`config.mk`:
```
export PLATFORM = sky130hd
export DESIGN_NAME = fba_ctrl
export DESIGN_NICKNAME = d
export VERILOG_FILES = /design/src/hdl/fba_pkg.sv /design/src/hdl/fba_ctrl.sv
export SDC_FILE = /design/constraint.sdc
export NUM_CORES = 1
export LEC_CHECK = 0
export BUFFER_PORTS_ARGS = -buffer_cell sky130_fd_sc_hd__buf_4
export CORE_MARGIN = 3
export CORE_UTILIZATION = 60
export DETAILED_ROUTE_END_ITERATION = 7
export GPL_TIMING_DRIVEN = 0
export PLACE_DENSITY = 0.88
export SLEW_MARGIN = 20
export SYNTH_ARGS = -nofsm -noshare
export SYNTH_HDL_FRONTEND = slang
export SYNTH_SLANG_ARGS = --single-unit
export TNS_END_PERCENT = 1
```
`constraint.sdc`:
```
create_clock -name i_clk -period 3.5 [get_ports i_clk]
set_clock_uncertainty 0.15 [all_clocks]
set_input_delay 0.525 -clock i_clk [delete_from_list [all_inputs] [get_ports i_clk]]
set_output_delay 0.525 -clock i_clk [all_outputs]
set_load 0.005 [all_outputs]
```
`src/hdl/fba_pkg.sv`:
```
// Shared types and constants for the file block allocator.
// Used by every module of the block but fba_ram; depends on nothing.
package fba_pkg;

    localparam int INODES     = 16;
    localparam int BLOCKS     = 64;
    localparam int BLK_BYTES  = 4096;

    localparam int INO_W      = $clog2(INODES);
    localparam int BLK_W      = $clog2(BLOCKS);
    localparam int CNT_W      = BLK_W + 1;
    localparam int NI_W       = INO_W + 1;
    localparam int BS_W       = 13;
    localparam int OFF_W      = 12;
    localparam int LEN_W      = 18;
    localparam int SIZE_W     = 19;
    localparam int DIV_W      = 19;
    localparam int LIST_DEPTH = INODES * BLOCKS;
    localparam int CFG_IDX_W  = 2;

    localparam logic [SIZE_W-1:0] SIZE_CAP = '1;
    localparam logic [BS_W-1:0]   BS_RESET = BS_W'(512);

    // configuration register indexes
    localparam logic [CFG_IDX_W-1:0] CFG_BLOCK_SIZE = 2'd0;
    localparam logic [CFG_IDX_W-1:0] CFG_INODES     = 2'd1;
    localparam logic [CFG_IDX_W-1:0] CFG_BLOCKS     = 2'd2;

    typedef enum logic [1:0] {
        OP_CREATE, OP_APPEND, OP_DELETE, OP_MAP
    } t_op;

    typedef enum logic [2:0] {
        ST_OK, ST_NO_FREE, ST_NO_SPACE, ST_BAD_INODE, ST_PAST_END
    } t_status;

    // one micro-operation per cycle, issued by the controller
    typedef enum logic [4:0] {
        CMD_NONE, CMD_HOLD, CMD_LOAD, CMD_BAD, CMD_ISCAN, CMD_PCNT, CMD_FCNT,
        CMD_CREATE, CMD_DIV_SZ, CMD_SPACE, CMD_DIV_NEED, CMD_NEED, CMD_REFUSE,
        CMD_ALLOC, CMD_APPEND, CMD_DEL_RD, CMD_DELETE, CMD_DIV_OFF, CMD_MAP_RD,
        CMD_MAP, CMD_OUT
    } t_cmd;

    // datapath status seen by the controller
    typedef struct packed {
        t_op  op;
        logic ino_ok;
        logic scan_end;
        logic div_busy;
        logic len_gt_space;
        logic need_gt_free;
    } t_sts;

endpackage

```
`src/hdl/fba_ctrl.sv`:
```
// Controller: sequences each item through the datapath and owns the item and result handshakes.
// Depends on fba_pkg.
module fba_ctrl (
    input  logic          i_clk,
    input  logic          i_rst_n,
    input  logic          i_valid,
    output logic          o_ready,
    output logic          o_valid,
    input  logic          i_ready,
    input  fba_pkg::t_sts i_sts,
    output fba_pkg::t_cmd o_cmd
);
    import fba_pkg::*;

    typedef enum logic [4:0] {
        S_IDLE, S_CHECK, S_ISCAN, S_CGAP, S_PCNTC, S_CREATE, S_BAD,
        S_DSZ, S_DSZW, S_SPACE, S_DNEED, S_DNEEDW, S_NEED, S_PCNTA, S_DECIDE,
        S_REFUSE, S_ALLOC, S_APPEND, S_DEL, S_DELC, S_DOFF, S_DOFFW, S_MAPRD,
        S_MAP, S_FCNT, S_OUT
    } t_state;

    t_state r_state, n_state;
    logic   r_valid;
    t_cmd   cmd;

    // next state and command
    always_comb begin
        n_state = r_state;
        cmd     = CMD_NONE;
        case (r_state)
            S_IDLE: begin
                if (i_valid) begin
                    cmd     = CMD_LOAD;
                    n_state = S_CHECK;
                end
            end
            S_CHECK: begin
                if (i_sts.op == OP_CREATE) begin
                    n_state = S_ISCAN;
                end else if (!i_sts.ino_ok) begin
                    n_state = S_BAD;
                end else begin
                    case (i_sts.op)
                        OP_APPEND: n_state = S_DSZ;
                        OP_DELETE: n_state = S_DEL;
                        default:   n_state = S_DOFF;
                    endcase
                end
            end
            S_ISCAN: begin
                cmd = CMD_ISCAN;
                if (i_sts.scan_end) n_state = S_CGAP;
            end
            S_CGAP:   n_state = S_PCNTC;
            S_PCNTC: begin
                cmd = CMD_PCNT;
                if (i_sts.scan_end) n_state = S_CREATE;
            end
            S_CREATE: begin
                cmd     = CMD_CREATE;
                n_state = S_FCNT;
            end
            S_BAD: begin
                cmd     = CMD_BAD;
                n_state = S_FCNT;
            end
            S_DSZ: begin
                cmd     = CMD_DIV_SZ;
                n_state = S_DSZW;
            end
            S_DSZW: begin
                if (!i_sts.div_busy) n_state = S_SPACE;
            end
            S_SPACE: begin
                cmd     = CMD_SPACE;
                n_state = i_sts.len_gt_space ? S_DNEED : S_NEED;
            end
            S_DNEED: begin
                cmd     = CMD_DIV_NEED;
                n_state = S_DNEEDW;
            end
            S_DNEEDW: begin
                if (!i_sts.div_busy) n_state = S_NEED;
            end
            S_NEED: begin
                cmd     = CMD_NEED;
                n_state = S_PCNTA;
            end
            S_PCNTA: begin
                cmd = CMD_PCNT;
                if (i_sts.scan_end) n_state = S_DECIDE;
            end
            S_DECIDE: n_state = i_sts.need_gt_free ? S_REFUSE : S_ALLOC;
            S_REFUSE: begin
                cmd     = CMD_REFUSE;
                n_state = S_FCNT;
            end
            S_ALLOC: begin
                cmd = CMD_ALLOC;
                if (i_sts.scan_end) n_state = S_APPEND;
            end
            S_APPEND: begin
                cmd     = CMD_APPEND;
                n_state = S_FCNT;
            end
            S_DEL: begin
                cmd = CMD_DEL_RD;
                if (i_sts.scan_end) n_state = S_DELC;
            end
            S_DELC: begin
                cmd     = CMD_DELETE;
                n_state = S_FCNT;
            end
            S_DOFF: begin
                cmd     = CMD_DIV_OFF;
                n_state = S_DOFFW;
            end
            S_DOFFW: begin
                if (!i_sts.div_busy) n_state = S_MAPRD;
            end
            S_MAPRD: begin
                cmd     = CMD_MAP_RD;
                n_state = S_MAP;
            end
            S_MAP: begin
                cmd     = CMD_MAP;
                n_state = S_FCNT;
            end
            S_FCNT: begin
                cmd = CMD_FCNT;
                if (i_sts.scan_end) n_state = S_OUT;
            end
            S_OUT: begin
                if (!r_valid || i_ready) begin
                    cmd     = CMD_OUT;
                    n_state = S_IDLE;
                end else begin
                    cmd = CMD_HOLD;
                end
            end
            default: n_state = S_IDLE;
        endcase
    end

    // state and output valid
    always_ff @(posedge i_clk) begin
        if (!i_rst_n) begin
            r_state <= S_IDLE;
            r_valid <= 1'b0;
        end else begin
            r_state <= n_state;
            if (cmd == CMD_OUT) begin
                r_valid <= 1'b1;
            end else if (i_ready) begin
                r_valid <= 1'b0;
            end
        end
    end

    assign o_ready = (r_state == S_IDLE);
    assign o_valid = r_valid;
    assign o_cmd   = cmd;

endmodule

```
==> impl_metrics.yaml <==
timing:
  slew_violations: 0
  fin_crit_sh_pct: 82.0
  relSlewSlack_pct: 69.6
  rsz0062_at_grt: "no"
  tightest_slew_ps: 456
  hold_violations: 0
  finalSetupViolations: 0
  tns_ps: 0
  period_minus_slack_ps: 2870
  timing.fmax_ghz: 0.349
clock_tree:
  post_cts_resized: 0
  cts_buffer_depth: 2
  cts_buffers: 3
  htreeDepth: 1
  clk_latency_ps: 250
  ctsHoldBuffers: 0
  path_clk_slew_ps: 40
  cts_tree: "done"
  root_buffer: "clkbuf_4"
  cts.sinks: 6
  cts_setup_buffers: 0
final_layout:
  final_util_pct: 76.9
  drive_above_1_share_pct: 24.2
  antennaDiodeCount: 0
  final_cells: 173
  layout.area.seq_sq_um: 120
  synthToLayoutAreaGrowth_pct: 16.8
  nets: 173
  n_fill_cell: 130
  multi_input_area_sq_um: 779
  design_area_sq_um: 1180
logic_synthesis:
  synth_top_cell_area_share_pct: 11.8
  synth-main-ff-cell: "dfxtp_1"
  synth.cell_area_sq_um: 1010
  synth_cells: 137
  async_flop_share_pct: 0
  synthTopCellsByCount: "15 x a21oi_1, 10 x inv_1, 9 x nor2b_1, 9 x o21ai_0, 7 x nand2_1"
  avgSynthCellArea_sq_um: 7.41
  seq_area_frac_synth_pct: 11.8
  syn_nets: 151
  ys_top_cells_by_area: "dfxtp_1 12%, a21oi_1 7.4%, nor2b_1 5.5%"
  yosys_warnings: 0
  synth_enable_flop_cells: 0
  yosysMostFrequentCell: "a21oi_1"
  synth_seq_cells: 6
  synth_top_area_cell: "dfxtp_1"
  synthDistinctLibCells: 52
floorplan:
  core_sq_um: 1540
  die_h_um: 47.1
  io_pins: 18
  dieArea_sq_um: 2220
  row_count: 14
  initial_core_util_pct: 65.8
  die_w_um: 47.1
route:
  wirelength_um: 3020
  via_per_inst: 7.14
  vias: 1235
  drtIter0Drc: 57
  drtAntennaViolNets: 0
  drc: 0
  avgRoutedWirePerCell_um: 17.4
  drt_pass1_iterations: 4
critical_path:
  worstSetupStartpointType: "register"
  cp.required_ps: 2820
  rr_endpoint: "r_state[4]"
  crit_path_end: "o_cmd[4]"
  path_max_fanout: 10
  r2r_start: "r_state[2]"
  crit_arrival_ps: 2190
  r2r.worst_path.cells: 6
  critPathCaptureType: "primary output"
  rrSetupSlack_ps: 1400
  worst-setup-path-type: "reg -> out"
  crit_path_start: "r_state[2]"
global_routing:
  grtUsageTotal_pct: 30.3
  grt_start_max_net_pins: 11
  grt_pass1_wl_um: 4780
  antenna_found_initial: 0
  overflow: 0
  first_global_vias: 1063
power_and_ir_drop:
  peakVddDrop_uv: 549
  p_leak_nw: 0.471
  power.density_nw_per_um2: 937
flow_run:
  drv_cap: 0
placement:
  place_inst: 170
  io_buffers: 17
  hpwl_um: 2300
  gp_congestion: 0.959
  dpl_cell_area_sq_um: 1160
hold_path:
  hp-class: "in -> reg"
run_status:
  status: "completed"
[area by class of cell]
cell class	instances	share of cell area, %
timing repair buffer	17	10.8
tap	16	1.69
inverter	10	3.17
clock buffer	3	1.90
sequential	6	10.1
buffer	13	6.55
multi-input combinational	108	65.8
[worst min path at each step]
stage / start / end / slack [ps] / cells after the start
6_report: i_rst_n / r_state[2] / 440 / 3
5_1_grt: i_rst_n / r_state[2] / 450 / 3
4_1_cts: i_rst_n / r_state[2] / 430 / 3
3_5_place_dp: o_valid / o_valid / 480 / 2
3_3_place_gp: o_valid / o_valid / 470 / 2
2_1_floorplan: o_valid / o_valid / 450 / 2
[metrics by stage]
step	power, mW	setup slack [ps]	hold WS, ps
floorplan	0.767	1430	448
CTS	1.09	701	430
global route	1.20	417	446
global placement	1.01	1010	466
finish	1.11	631	437
detailed placement	1.02	968	477
[registers in the layout, summed over array words and instances (netlist names)]
| name | flops |
|---|---|
| r_state | 5 |
| o_valid | 1 |
[layer usage]
metal / up-vias / global-route usage [%] / wire length, um
met5: - / 0 / 0
met4: 0 / 4.97 / 45
met3: 8 / 8.05 / 355
met2: 100 / 50.4 / 1430
met1: 559 / 40.0 / 1190
li1: 568 / - / -
[where the power goes]
group | total (mW) | internal, mW | switching [mW]
Clock | 0.0648 | 0.0388 | 0.0259
Combinational | 0.936 | 0.405 | 0.531
Sequential | 0.110 | 0.0935 | 0.0168
Total | 1.11 | 0.537 | 0.573
[cells in the final DEF, fill, tap and decap left out, types with 2 or more instances in the layout]
cell / synthesis / routed
buf_1: 3 / 3
buf_2: 5 / 5
nand2b_1: 5 / 5
ha_1: 3 / 3
buf_6: 3 / 3
or3_1: 3 / 3
buf_4: 0 / 17
inv_1: 10 / 10
xor2_1: 2 / 2
nand3_1: 2 / 2
and3_1: 2 / 2
o31ai_1: 2 / 2
o21ai_0: 9 / 9
clkbuf_4: 0 / 3
a32oi_1: 2 / 2
a31oi_1: 3 / 3
nand2_1: 7 / 7
dfxtp_1: 6 / 6
nor4_1: 3 / 3
a2111oi_1: 2 / 2
nor2b_1: 9 / 9
o22ai_1: 3 / 3
a21oi_1: 15 / 15
clkbuf_1: 2 / 2
a211oi_1: 3 / 3
a32o_1: 2 / 2
nor2_1: 4 / 4
[kinds of logic (layout without fill, tap and decap cells)]
| kind of cell | after synthesis | count (layout) | share of synthesized area (%) |
|---|---|---|---|
| fa+ha+maj | 3 | 3 | 3.70 |
| simple gates | 44 | 44 | 26.9 |
| compound gates | 58 | 58 | 43.7 |
| xor+xnor | 3 | 3 | 2.59 |
| buf+inv | 23 | 43 | 11.3 |
| flops | 6 | 6 | 11.8 |
[critical path, stage by stage (launching register included)]
cell and delay [ps]:
dfxtp_1 330, buf_2 220, buf_1 390, buf_1 420
nand2_1 100, a21oi_1 200, a31oi_1 60, nor2_1 110
buf_4 120
No activity file was read; power rests on OpenSTA's default activity.
